$ cat src/hw/rtl/u8sd_pkg.sv
// Shared types and constants for the UTF-8 stream decoder.
// No dependencies.
`default_nettype none

package u8sd_pkg;

  localparam int CP_W     = 21;
  localparam int IN_W     = 8;
  localparam int OUT_TD_W = 24;

  localparam logic [CP_W-1:0] BAD_CHAR = CP_W'(8'h3f);

  localparam logic [1:0] CONT_TAG = 2'b10;

  // Results caused by one input byte: up to three '?' and then an optional
  // final code point.
  typedef struct packed {
    logic [1:0]      bad_cnt;
    logic            has_final;
    logic [CP_W-1:0] final_cp;
  } u8sd_bundle_t;

endpackage

`default_nettype wire

$ cat src/hw/rtl/utf8_stream_decoder_unit.sv
// UTF-8 stream decoder: one byte in per transfer, code points out.
// Depends on u8sd_pkg.
// Each byte's results are held in the output register, from which they are offered in turn.
// Throughput: one byte per cycle while each byte makes at most one result and
// the output is not stalled; a byte that makes more results (up to four, on an
// interrupted sequence) holds the input while the single output register drains them.
// Reset (rst, synchronous, active high): no sequence open, output register empty.
`default_nettype none

module utf8_stream_decoder_unit (
  input  wire logic                          clk,
  input  wire logic                          rst,
  input  wire logic                          s_tvalid,
  output logic                               s_tready,
  input  wire logic [u8sd_pkg::IN_W-1:0]     s_tdata,  // [7:0] data_byte
  output logic                               m_tvalid,
  input  wire logic                          m_tready,
  output logic [u8sd_pkg::OUT_TD_W-1:0]      m_tdata,  // [20:0] code_point, [23:21] zero
  output logic                               m_tlast   // last_in_run
);
  import u8sd_pkg::*;

  logic [CP_W-1:0] partial_value, partial_value_next;
  logic [1:0]      bytes_remaining, bytes_remaining_next;
  logic [1:0]      cont_taken, cont_taken_next;

  logic            bun_valid;
  u8sd_bundle_t    bun, bun_next;

  logic            in_xfer, out_xfer, cur_last;
  logic [IN_W-1:0] b;
  logic            seq_open, is_cont;

  assign b        = s_tdata;
  assign seq_open = (bytes_remaining != 2'd0);
  assign is_cont  = (b[7:6] == CONT_TAG);

  always_comb begin
    partial_value_next   = partial_value;
    bytes_remaining_next = bytes_remaining;
    cont_taken_next      = cont_taken;
    bun_next.bad_cnt     = 2'd0;
    bun_next.has_final   = 1'b0;
    bun_next.final_cp    = BAD_CHAR;
    if (seq_open && is_cont) begin
      partial_value_next   = {partial_value[CP_W-7:0], b[5:0]};
      bytes_remaining_next = bytes_remaining - 2'd1;
      cont_taken_next      = cont_taken + 2'd1;
      if (bytes_remaining == 2'd1) begin
        bun_next.has_final   = 1'b1;
        bun_next.final_cp    = {partial_value[CP_W-7:0], b[5:0]};
        partial_value_next   = '0;
        cont_taken_next      = 2'd0;
      end
    end else begin
      // interrupted sequence: '?' for the lead and each continuation taken
      if (seq_open) begin
        bun_next.bad_cnt = (cont_taken == 2'd3) ? 2'd3 : cont_taken + 2'd1;
      end
      partial_value_next   = '0;
      bytes_remaining_next = 2'd0;
      cont_taken_next      = 2'd0;
      if (b == '0) begin
        // end of text: nothing of its own
      end else if (!b[7]) begin
        bun_next.has_final = 1'b1;
        bun_next.final_cp  = CP_W'(b);
      end else if (b[7:5] == 3'b110) begin
        partial_value_next   = CP_W'(b[4:0]);
        bytes_remaining_next = 2'd1;
      end else if (b[7:4] == 4'b1110) begin
        partial_value_next   = CP_W'(b[3:0]);
        bytes_remaining_next = 2'd2;
      end else if (b[7:3] == 5'b11110) begin
        partial_value_next   = CP_W'(b[2:0]);
        bytes_remaining_next = 2'd3;
      end else begin
        bun_next.has_final = 1'b1;
      end
    end
  end

  // current output item: pending '?' first, then the final code point
  assign cur_last = (bun.bad_cnt == 2'd0) || ((bun.bad_cnt == 2'd1) && !bun.has_final);
  assign m_tvalid = bun_valid;
  assign m_tlast  = cur_last;
  assign m_tdata  = OUT_TD_W'((bun.bad_cnt != 2'd0) ? BAD_CHAR : bun.final_cp);

  assign out_xfer = m_tvalid && m_tready;
  assign s_tready = !bun_valid || (m_tready && cur_last);
  assign in_xfer  = s_tvalid && s_tready;

  always_ff @(posedge clk) begin
    if (rst) begin
      partial_value   <= '0;
      bytes_remaining <= 2'd0;
      cont_taken      <= 2'd0;
      bun_valid       <= 1'b0;
    end else begin
      if (in_xfer) begin
        partial_value   <= partial_value_next;
        bytes_remaining <= bytes_remaining_next;
        cont_taken      <= cont_taken_next;
        bun_valid       <= (bun_next.bad_cnt != 2'd0) || bun_next.has_final;
      end else if (out_xfer && cur_last) begin
        bun_valid <= 1'b0;
      end
    end
  end

  always_ff @(posedge clk) begin
    if (in_xfer) begin
      bun <= bun_next;
    end else if (out_xfer && (bun.bad_cnt != 2'd0)) begin
      bun.bad_cnt <= bun.bad_cnt - 2'd1;
    end
  end

  a_no_empty_bundle: assert property (@(posedge clk) disable iff (rst)
    bun_valid |-> ((bun.bad_cnt != 2'd0) || bun.has_final))
    else $error("output register holds an empty bundle");

  a_stall_blocks_input: assert property (@(posedge clk) disable iff (rst)
    (m_tvalid && !m_tready) |-> !s_tready)
    else $error("input taken while output stalled");

  a_taken_only_in_seq: assert property (@(posedge clk) disable iff (rst)
    (bytes_remaining == 2'd0) |-> (cont_taken == 2'd0))
    else $error("continuation count set with no sequence open");

  a_drain_empties: assert property (@(posedge clk) disable iff (rst)
    (out_xfer && m_tlast && !in_xfer) |=> !m_tvalid)
    else $error("output still valid after last result drained");

  a_not_last_keeps: assert property (@(posedge clk) disable iff (rst)
    (out_xfer && !m_tlast) |=> m_tvalid)
    else $error("bundle dropped before its last result");

endmodule

`default_nettype wire
$ cat config.mk
export PLATFORM = sky130hd
export DESIGN_NAME = utf8_stream_decoder_unit
export DESIGN_NICKNAME = d
export VERILOG_FILES = /design/src/hw/rtl/u8sd_pkg.sv /design/src/hw/rtl/utf8_stream_decoder_unit.sv
export SDC_FILE = /design/constraint.sdc
export NUM_CORES = 1
export LEC_CHECK = 0
export ABC_AREA = 0
export BUFFER_PORTS_ARGS = -buffer_cell sky130_fd_sc_hd__buf_4
export CAP_MARGIN = 0
export CORE_MARGIN = 1
export CORE_UTILIZATION = 55
export DETAILED_ROUTE_END_ITERATION = 8
export PLACE_DENSITY = 0.86
export SLEW_MARGIN = 20
export SYNTH_ARGS = -nofsm -noshare
export SYNTH_HDL_FRONTEND = slang
export SYNTH_SLANG_ARGS = --single-unit
$ cat constraint.sdc
create_clock -name clk -period 2.6 [get_ports clk]
set_input_delay 0.52 -clock clk [delete_from_list [all_inputs] [get_ports clk]]
set_output_delay 0.52 -clock clk [all_outputs]
set_load 0.02 [all_outputs]
=== Word level (Yosys, flattened, before mapping) ===
Cells that the tools add are included.

* Add/subtract/negate cells: 3
* Multiply operators: 0
* Div/mod/pow operators: 0
* $lt $le $gt $ge: 0
* Equal/unequal tests: 7
* Shifts and indexed selects: 0
* Multiplexer cells: 31
* Bitwise gates (word level): 0
* Reduce and logical (&&, ||, !) cells: 19

{| class="wikitable"
|+ Operator list
! operator !! count
|-
| $mux 22 || 3
|-
| $mux 15 || 2
|-
| $mux 2 || 13
|-
| $mux 21 || 1
|-
| $mux 5 || 3
|-
| $reduce_bool 2->1 || 5
|-
| $logic_not 8->1 || 1
|-
| $logic_and 1x1->1 || 7
|-
| $mux 7 || 1
|-
| $mux 1 || 6
|-
| $eq 5x5->1 const B || 1
|-
| $eq 2x1->1 const B || 2
|-
| $eq 2x2->1 const B || 2
|-
| $eq 4x4->1 const B || 1
|-
| $mux 4 || 1
|-
| $sub 2x1->2 const B || 2
|-
| $eq 3x3->1 const B || 1
|-
| $logic_or 1x1->1 || 3
|-
| $mux 3 || 1
|-
| $add 2x1->2 const B || 1
|-
| $logic_not 1->1 || 2
|-
| $logic_not 2->1 || 1
|}

* Register bits: 44
* Bits in latches: 0
* RAM bits: 0
* ROM bits: 0
* Input port bits: 12
* Logic and storage cells: 67
* Memories: 0

=== Logic depth before layout (Yosys ltp) ===
Gate-level depths: netlist of run 1.

* Depth in word-level cells: 9
* Gate-level depth with buffers: 8

=== Worst setup path after synthesis of run 1 ===
No wires, ideal clock.

* Path type: reg2reg
* From: register bun[22] (netlist bit)
* To: register bun[22] (netlist bit) (data pin)
* Setup time: 276 ps
* Arrival: 1570 ps
* Data required time: 2324 ps
* Path slack: 754 ps
* Stages on the path, launching flop included: 8
* Path buffers: 1
* Clock period less this slack: 1846 ps
* Path through: edfxtp_1 inv_1 ha_1 nand2b_1 o211ai_2 inv_2 buf_2 o21ai_0

* Cells in the longest elaborated chain, start to end: 7

{| class="wikitable"
|+ RTL lines
! item !! RTL line !! RTL
|-
| start: declaration || utf8_stream_decoder_unit.sv:28 || <nowiki>u8sd_bundle_t bun, bun_next;</nowiki>
|-
| start signal: assignment || utf8_stream_decoder_unit.sv:113 || <nowiki>bun <= bun_next;</nowiki>
|-
| $eq 2x1->1 || utf8_stream_decoder_unit.sv:84 || <nowiki>assign cur_last = (bun.bad_cnt == 2'd0) || ((bun.bad_cnt == 2'd1) && !bun.has_final);</nowiki>
|-
| $logic_and 1x1->1 || utf8_stream_decoder_unit.sv:84 ||
|-
| $logic_or 1x1->1 (*) || utf8_stream_decoder_unit.sv:84 ||
|-
| $logic_and 1x1->1 (*) || utf8_stream_decoder_unit.sv:90 || <nowiki>assign s_tready = !bun_valid || (m_tready && cur_last);</nowiki>
|-
| $logic_or 1x1->1 (*) || utf8_stream_decoder_unit.sv:90 ||
|-
| $logic_and 1x1->1 (*) || utf8_stream_decoder_unit.sv:91 || <nowiki>assign in_xfer = s_tvalid && s_tready;</nowiki>
|-
| via in_xfer || utf8_stream_decoder_unit.sv:30 || <nowiki>logic in_xfer, out_xfer, cur_last;</nowiki>
|-
| $mux 2 (*) || utf8_stream_decoder_unit.sv:112 || <nowiki>if (in_xfer) begin</nowiki>
|}

The timed path passes the listed nets; every way through them passes the cells marked *. The select of a mux whose other input is x is not followed.
A chain may end at the register's enable or synchronous reset.

=== Worst setup path after layout of run 1 ===
* From: register bun[22] (netlist bit)
* To: output m_tlast

* Cells in the longest elaborated chain, start to end: 3

{| class="wikitable"
|+ RTL lines
! item !! RTL line !! RTL
|-
| $eq 2x1->1 || utf8_stream_decoder_unit.sv:84 ||
|-
| $logic_and 1x1->1 || utf8_stream_decoder_unit.sv:84 ||
|-
| $logic_or 1x1->1 (*) || utf8_stream_decoder_unit.sv:84 ||
|-
| end: declaration || utf8_stream_decoder_unit.sv:19 || <nowiki>output logic m_tlast</nowiki>
|}

Mark *: on every way between the ends. The rest lies on a longest branch, timed or not.

==> metrics.txt, run 1 <==
outcome finished, final reports clean; final hold vios 0; Post-Route Skew 9.437 ps; sequential area share after synthesis 53.11%; CTS sink cnt 44; post-CTS setup buffers 0; Syn Area/Cell 10.25 um2; first-pass GRT wire length 6065 um; routed vias/inst 5.298; GRT busiest layer met2; Ant. Diodes 0; adder-cell share of the synthesized area 3.557%; Fin Setup TNS 0 ps; routability cong. 0.8634; worst endpoint data arrival time 1590 ps; H-Tree Depth 2; Achievable Freq 473.4 MHz; Pleak 0.9338 nW; grt met2 use 29.79%; FF+latch area 1121 um2; commonest non-fill, non-tap cells in the layout buf_4 (39), and2_1 (29), edfxtp_1 (24); cell mode on critical path buf_4; Slew headroom 59.51%; CP endpoint kind output port; pin count of the biggest net entering global routing 34; Max Cap Violations 0; DPL Wire Length 2509 um; synth unique cells 37; TritonCTS Buffers 5; HP Class flip-flop to flip-flop; row count 22; routed len/inst 12.72 um; post-synthesis cell count 206; Iter 0 DRT Violations 43; Overall Global Routing Usage 19.92%; clk slew on worst S/H paths 80 ps; Clk pwr share 28.0%; grt met3 use 4.107%; peak supply drop 318.3 uV; grt total ovfl 0; synthesis-stage register bit count 44; port bufs 35; Post-Synth Simple-Gate Area 25.19%; area of the multi-input gates 855.8 um2; CP cell instances inv_1, ha_1, buf_4, or2_2, buf_4; pwr/cell area 651.0 nW/um2; cts repair resizes 0; mapped cell area 2111 um2; reg2reg path depth 6; IO Pins 39; switching share of power 28.79%; Die W 63.95 um; Worst path slowest cell edfxtp_1; CP required 2080 ps; initial antenna violation count 0; critical path launch point type flip-flop; multiplexer share of the synthesized area 0%; Final nets 258; post-synthesis xor/xnor area fraction 0%; max incr delay on CP 380 ps; most common cell after layout, fill and taps aside buf_4; fillcell total 305; critical path class flip-flop to output port; NetSw 0.0004619 W; clock latency on the worst-skew pair 310 ps; Worst Slack Setup Final 487.6 ps; worst path bufs/invs 3; Place WS 566.2 ps; fin crit period 2112 ps; Hold Path Stages 2; critical-path maximum fanout 23; Slew Viols, Final 0; core area 3661 um2; drt total wl 3675 um; Crit path depth 5; Ys Warns 0; DRC viols 0; Internal 0.001143 W; combinational power share 22.2%; fraction of final layout cells sized beyond drive strength 1 22.41%; drt first pass iters 4; root buffer cell clkbuf_8; worst-margin pin slew 606.5 ps; hold buffers post-CTS 0; Max clock buf depth 2; count of final setup violators 0; Layout area overhead 16.78%; met1 global-route usage 24.71%; CP top delay family buffers and inverters; CTS tree built; DR vias 1531; largest family of logic cells by synthesized area simple AND/OR/NAND/NOR gates; die area 4090 um2; RSZ-0062 raised after global routing false; Synth Area in Compound Gates 11.26%; initial core utilization 57.66%; vias in the first global route 1388; ANT nets after route 0; Die H 63.95 um; Seq pwr share 49.8%; crit share post-route 81.25%
## kinds of logic after synthesis
group	Yosys count
buffers and inverters	25
adder cells (fa/ha/maj)	6
AO/OA/AOI/OAI	37
AND/OR/NAND/NOR	93
flip-flops	44
other	1
## worst paths after layout
kind | start | end | slack [ps]
setup reg to reg | bytes_remaining[0] | bun[5] | 550
hold reg to reg | partial_value[9] | partial_value[9] | 450
hold / removal | partial_value[9] | partial_value[9] | 450
setup / recovery | bun[22] | m_tlast | 490
## power groups by stage
| stage | clock network [W] | logic, W | registers [W] |
|---|---|---|---|
| 2_1_floorplan | 0 | 0.000238 | 0.000813 |
| 3_3_place_gp | 0 | 0.000350 | 0.000814 |
| 3_5_place_dp | 0 | 0.000355 | 0.000816 |
| 4_1_cts | 0.000443 | 0.000357 | 0.000800 |
| 5_1_grt | 0.000474 | 0.000385 | 0.000805 |
| 6_report | 0.000449 | 0.000356 | 0.000799 |
## sequential cells by signal, summed over array words and instances, names as in the netlist
register,flops
bun,24
bytes_remaining,2
cont_taken,2
m_tvalid,1
partial_value,15
## synth_stat cells
library cell / n / share of area (%)
a211oi_1: 3 / 1.1
a21boi_0: 1 / 0.36
a21oi_1: 17 / 4.0
a22o_1: 3 / 1.2
a311oi_1: 1 / 0.42
a311oi_2: 1 / 0.71
a32oi_1: 1 / 0.42
and2_1: 29 / 8.6
buf_2: 2 / 0.47
buf_4: 6 / 2.1
buf_6: 3 / 1.6
clkbuf_1: 3 / 0.53
conb_1: 1 / 0.18
dfxtp_1: 20 / 19
edfxtp_1: 24 / 34
ha_1: 6 / 3.6
inv_1: 10 / 1.8
inv_2: 1 / 0.18
nand2_1: 17 / 3.0
nand2b_1: 8 / 2.4
nand3_1: 12 / 2.8
nand4_1: 2 / 0.59
nor2_1: 4 / 0.71
nor2_4: 2 / 1.1
nor2b_1: 3 / 0.89
nor3_1: 1 / 0.24
nor4_1: 2 / 0.59
o2111ai_1: 1 / 0.42
o211ai_2: 1 / 0.59
o21ai_0: 7 / 1.7
o31ai_1: 1 / 0.36
or2_1: 6 / 1.8
or2_2: 2 / 0.59
or2b_1: 1 / 0.36
or3_1: 1 / 0.30
or3b_4: 1 / 0.53
or4_1: 2 / 0.71
## layer usage
metal,part of all wire [%],routed length (um)
met1,45,1664
met3,5.1,186
met5,0,0
met4,2.1,79
met2,47,1745
## layout make-up
type / count / area share (%)
inverter: 11 / 1.675
sequential: 44 / 45.48
clock inverter: 1 / 0.3046
timing repair buffer: 39 / 11.88
clock buffer: 7 / 3.503
tap: 48 / 2.437
multi-input combinational: 139 / 34.72
## through the flow
stage / instances / cell area, um2 / utilization [%] / total power (W) / hold WS, ps
after global routing: 289 / 2465 / 67.33 / 0.001665 / 475.9
after floorplan: 208 / 2118 / - / 0.001051 / 427.0
after global placement: 281 / 2371 / 64.76 / 0.001164 / 435.0
final: 289 / 2465 / 67.33 / 0.001605 / 449.8
after CTS: 289 / 2465 / 67.33 / 0.001600 / 453.2
after detailed placement: 281 / 2371 / 64.76 / 0.001171 / 442.6
## worst min-delay path, cell delays in order (launching register included)
cell     delay [ps]
dfxtp_1         310
nand2_1          50
a21oi_1          50
(Power assumes the default switching activity.)
==> run 2, diff against run 1 <==
- ABC_AREA: 0 -> 1
- clock period: 2.6 -> 1.95 ns (I/O delays scaled with it)
==> metrics.txt, run 2 <==
combinational power share 22.8% (+0.6 points); fillcell total 283 (-7.2%); routability cong. 0.8298 (-3.9%); DRC viols 0 (unchanged); asr flop ratio synth 0% (unchanged); drt first pass iters 4 (unchanged); TritonCTS Buffers 5 (unchanged); Largest regs bun x24, partial_value x15; DPL Wire Length 3016 um (+20%); routed len/inst 11.95 um (-6.0%); die area 4277 um2 (+4.6%); ANT nets after route 0 (unchanged); Die H 65.40 um (+2.3%); Layout area overhead 19.02%; Die W 65.40 um (+2.3%); most common cell after layout, fill and taps aside inv_1; critical-path maximum fanout 3 (-87%); max reg flops 24 (unchanged); RSZ-0062 raised after global routing true; HP Class input port to flip-flop; Pleak 1.177 nW (+26%); Fin Setup TNS 0 ps (unchanged); outcome finished, final reports clean; top cell type's share of synthesized area 32.60% (-1.5 points); pwr/cell area 789.6 nW/um2 (+21%); CP endpoint kind output port; Clk pwr share 25.7% (-2.3 points); mapped cell area 2211 um2 (+4.7%); final core utilization 69.77% (+2.4 points); Syn Area/Cell 8.636 um2 (-16%); Post-synth EDFFs 24 (unchanged); most frequent cell after synthesis inv_1; clk slew on worst S/H paths 70 ps (about the same); Post-Route Skew 3.083 ps (-6.354 ps); count of final setup violators 0 (unchanged); first-pass GRT wire length 6644 um (+9.5%); final hold vios 0 (unchanged); Overall Global Routing Usage 21.28% (+1.4 points); largest reg by FF count bun; initial core utilization 58.63% (+0.97 points); critical path class flip-flop to output port; Max clock buf depth 2 (unchanged); grt total ovfl 0 (unchanged); Seq pwr share 51.5% (+1.7 points); root buffer cell clkbuf_8; routed vias/inst 4.844 (-8.6%); synth unique cells 27 (-27%); Max Cap Violations 0 (unchanged); core area 3771 um2 (+3.0%); critical path launch point type flip-flop; DR vias 1681 (+9.8%); top post-synthesis cells by area edfxtp_1 (33%), dfxtp_1 (18%), inv_1 (9.0%), nand2_1 (8.7%), nand3_2 (5.4%); crit share post-route 98.35%; initial antenna violation count 0 (unchanged); H-Tree Depth 2 (unchanged); list of most frequent post-synthesis cells inv_1 (53), nand2_1 (51), nor2_1 (25), edfxtp_1 (24), dfxtp_1 (20); ys flop type edfxtp_1; pin count of the biggest net entering global routing 26 (-24%); Ant. Diodes 0 (unchanged); hold buffers post-CTS 0 (unchanged); Achievable Freq 521.4 MHz; fraction of final layout cells sized beyond drive strength 1 26.76% (+4.3 points); switching share of power 29.13% (+0.35 points); CTS sink cnt 44 (unchanged); commonest non-fill, non-tap cells in the layout inv_1 (53), nand2_1 (51), buf_4 (43); Iter 0 DRT Violations 84 (+95%); drt total wl 4147 um (+13%); CP required 1560 ps (-520 ps); clock latency on the worst-skew pair 290 ps (-20 ps); Slew Viols, Final 0 (unchanged); fin crit period 1918 ps; synthesis-stage register bit count 44 (unchanged); Ys Warns 0 (unchanged); peak supply drop 381.3 uV (+20%); dominant cell type by area after synthesis edfxtp_1; IO Pins 39 (unchanged); CTS tree built; Internal 0.001472 W (+29%); vias in the first global route 1452 (+4.6%); Final nets 316 (+22%); NetSw 0.0006052 W (+31%); row count 22 (unchanged); post-synthesis cell count 256 (+24%); sequential area share after synthesis 50.71% (-2.4 points); port bufs 35 (unchanged); worst endpoint data arrival time 1530 ps (-60 ps)
[run 2: cell types whose count changed after synthesis, sizes merged, moves of 4 or more]
cell    delta
nand2b     -8
or2        -8
o21ai      +8
nand3      +4
inv       +45
nor2      +20
and2      -29
nand2     +37
[run 2: worst paths after layout]
| kind | slack (ps) | start | endpoint | depth (start not counted) |
|---|---|---|---|---|
| worst min register to register | 480 | partial_value[13] | partial_value[13] | 2 |
| worst min-delay path | 360 | s_tdata[0] | partial_value[0] | 3 |
| worst max-delay path | 30 | bun[22] | s_tready | 6 |
| worst max register to register | 80 | bun[22] | bun[22] | 9 |
[run 2: power groups by stage]
| stage | clock, W | sequential, W | combinational [W] |
|---|---|---|---|
| after floorplan | 0 | 0.00109 | 0.000293 |
| after global placement | 0 | 0.00109 | 0.000435 |
| after detailed placement | 0 | 0.00109 | 0.000453 |
| after CTS | 0.000534 | 0.00107 | 0.000460 |
| after global routing | 0.000586 | 0.00108 | 0.000515 |
| final | 0.000533 | 0.00107 | 0.000473 |
[run 2: layer usage]
| metal | track usage [%] | vias up | wire length (um) |
|---|---|---|---|
| li1 | - | 875 | - |
| met1 | 26.08 | 750 | 1756 |
| met2 | 36.34 | 49 | 2131 |
| met3 | 4.688 | 7 | 204 |
| met4 | 8.152 | 0 | 54 |
| met5 | 0 | - | 0 |
[run 2: critical path: stages, from the launching register on]
cell	delay [ps]
edfxtp_1	400
inv_1	70
ha_1	240
o21bai_2	220
nand2_2	80
nand2_4	70
buf_4	160
[run 2: area by class of cell]
class	count	area, um2	share of cell area, %
multi-input combinational	147	810.8	30.81
sequential	44	1121	42.61
timing repair buffer	44	342.8	13.03
clock buffer	7	76.32	2.901
inverter	56	215.2	8.179
tap	48	60.06	2.282
clock inverter	1	5.005	0.1902
[run 2: cell families (layout without fill, tap and decap cells)]
kind of cell	after synthesis	after routing	synth area share [%]
compound gates	39	39	11.15
fa+ha+maj	6	6	3.395
buf+inv	67	108	12.96
flops	44	44	50.71
other cells	1	3	0.1696
simple gates	99	99	21.62
[run 2: repair_timing]
item | 4_1_cts | 5_1_grt
setup buffers | 0 | 1
endpoints found under the setup margin | 5 | 17
gates cloned | 0 | 0
hold endpoints to repair | 0 | 0
resized for setup | 1 | 3
[run 2: metrics by stage]
| step | power, W | area, um2 | hold WS [ps] | instances | worst slack, ps |
|---|---|---|---|---|---|
| after floorplan | 0.001379 | 2218 | 438.4 | 258 | 150.7 |
| after global placement | 0.001524 | 2527 | 452.5 | 338 | 276.6 |
| after detailed placement | 0.001545 | 2527 | 470.5 | 338 | 143.6 |
| after CTS | 0.002066 | 2613 | 359.3 | 346 | 35.57 |
| after global routing | 0.002177 | 2631 | 390.2 | 347 | -18.15 |
| final | 0.002078 | 2631 | 360.5 | 347 | 32.22 |
==> run 3, diff against run 2 <==
- PLACE_DENSITY: 0.86 -> not set
- PLACE_DENSITY_LB_ADDON: not set -> 0.25
==> metrics.txt, run 3 (synthesized netlist as in run 2, its figures left out) <==
outcome finished, final reports clean; clock latency on the worst-skew pair 300 ps (about the same); R2R Path End bun[22]; Post-Route Skew 7.062 ps (+3.979 ps); critical path class flip-flop to output port; H-Tree Depth 2 (unchanged); CTS sink cnt 44 (unchanged); Fin Setup TNS 0 ps (unchanged); CTS tree built; overall power 0.002233 W (+7.5%); met1 global-route usage 26.66% (+0.58 points); max incr delay on CP 410 ps (about the same); count of final setup violators 0 (unchanged); final core utilization 70.34% (+0.56 points); ANT nets after route 0 (unchanged); Hold Path Stages 3 (unchanged); reg2reg path depth 9 (unchanged); CP cell instances inv_1, ha_1, o21bai_2, nand2_2, nand2_4, buf_4; grt met3 use 5.208% (+0.52 points); worst endpoint data arrival time 1500 ps (-30 ps); die area 4277 um2 (unchanged); Worst Slack Setup Final 59.94 ps (+27.72 ps); largest reg by FF count bun; vias in the first global route 1472 (+1.4%); pin count of the biggest net entering global routing 23 (-12%); Final nets 316 (unchanged); grt met2 use 33.51% (-2.8 points); critical-path maximum fanout 3 (unchanged); fillcell total 293 (+3.5%); Max clock buf depth 2 (unchanged); Overall Global Routing Usage 20.66% (-0.62 points); IO Pins 39 (unchanged); Iter 0 DRT Violations 49 (-42%); DPL Wire Length 2864 um (-5.0%); DRC viols 0 (unchanged); GRT busiest layer met2; Place WS 137.8 ps (-5.737 ps); fin cells 347 (unchanged); Pleak 1.191 nW (+1.2%); CP endpoint kind output port; Slew Viols, Final 0 (unchanged); root buffer cell clkbuf_8; crit share post-route 96.93% (-1.4 points); routed vias/inst 4.726 (-2.4%); routability cong. 0.9005 (+8.5%); final hold vios 0 (unchanged); initial antenna violation count 0 (unchanged); DR vias 1640 (-2.4%); core area 3771 um2 (unchanged); Worst path slowest cell edfxtp_1; Ant. Diodes 0 (unchanged); fin crit period 1890 ps (-27.72 ps); Die H 65.40 um (unchanged); port bufs 35 (unchanged); max reg flops 24 (unchanged); drt first pass iters 4 (unchanged); peak supply drop 558.6 uV (+46%); Largest regs bun x24, partial_value x15; routed len/inst 11.30 um (-5.5%); drt total wl 3920 um (-5.5%); Worst R2R Start bun[22]; launch point of the worst hold path s_tdata[0]; fraction of final layout cells sized beyond drive strength 1 27.42% (+0.67 points); Layout area overhead 19.98%; post-CTS setup buffers 0 (unchanged); Max Cap Violations 0 (unchanged); pwr/cell area 842.0 nW/um2 (+6.6%); reg2reg setup slack 130 ps (+50 ps); initial core utilization 58.63% (unchanged); TritonCTS Buffers 5 (unchanged); most common cell after layout, fill and taps aside inv_1; RSZ-0062 raised after global routing true; row count 22 (unchanged); CP required 1560 ps (about the same); Die W 65.40 um (unchanged); grt total ovfl 0 (unchanged); HP Class input port to flip-flop; commonest non-fill, non-tap cells in the layout inv_1 (53), nand2_1 (51), buf_4 (43); first-pass GRT wire length 6630 um (-0.21%); Achievable Freq 529.1 MHz (+1.5%); clk slew on worst S/H paths 80 ps (about the same); Endpoint, Worst Hold partial_value[0]; critical path launch point type flip-flop; placed cells 339 (+0.30%)
run 3: cell types whose count changed in the layout (fill, tap and decap cells not counted):
cell,before,now
buf_12,1,0
buf_6,0,1
bufinv_16,0,1
clkbuf_1,2,0
clkinv_2,1,0
inv_4,0,2
run 3: final cells by class:
cell class	instances	area (um2)	area share, %
well taps	48	60.06	2.264
inverters	56	212.7	8.019
multi-input cells	147	810.8	30.57
clock buffers	5	68.82	2.594
repair buffers	44	334.1	12.59
flip-flops and latches	44	1121	42.26
clock inverters	3	45.04	1.698
run 3: how the worst max path moves through the flow:
stage / startpoint / to / slack [ps]
finish: bun[22] / s_tready / 60
floorplan: bun[22] / bun[22] / 150
global placement: bun[22] / bun[22] / 250
detailed placement: bun[23] / bun[22] / 140
CTS: bun[22] / m_tdata[7] / 30
global route: bun[22] / m_tdata[8] / -6
run 3: metal layers:
metal	wire length, um	up-vias
met2	1817	45
met1	1834	711
li1	-	878
met4	58	0
met5	0	-
met3	210	6
run 3: timing repair:
item	CTS	global route
resized for setup	0	1
hold buffers	0	0
endpoints found under the setup margin	0	19
run 3: power breakdown:
| group | switching (W) | internal (W) | total, W |
|---|---|---|---|
| logic | 0.000285 | 0.000168 | 0.000453 |
| clock network | 0.000324 | 0.000387 | 0.000710 |
| registers | 0.0000288 | 0.00104 | 0.00107 |
run 3: per-stage QoR:
step	hold slack, ps	instance area [um2]
global route	369.7	2653
global placement	454.4	2535
finish	362.8	2653
detailed placement	463.4	2535
floorplan	438.4	2218
CTS	359.0	2649
run 3: worst max-delay path: cells and delay by family, from the launching register on:
kind                       cells  cell delay [ps]
buffers and inverters          2              220
AOI/OAI and AO/OA              1              210
DFF                            1              410
and+or+nand+nor                2              140
adders and majority gates      1              210
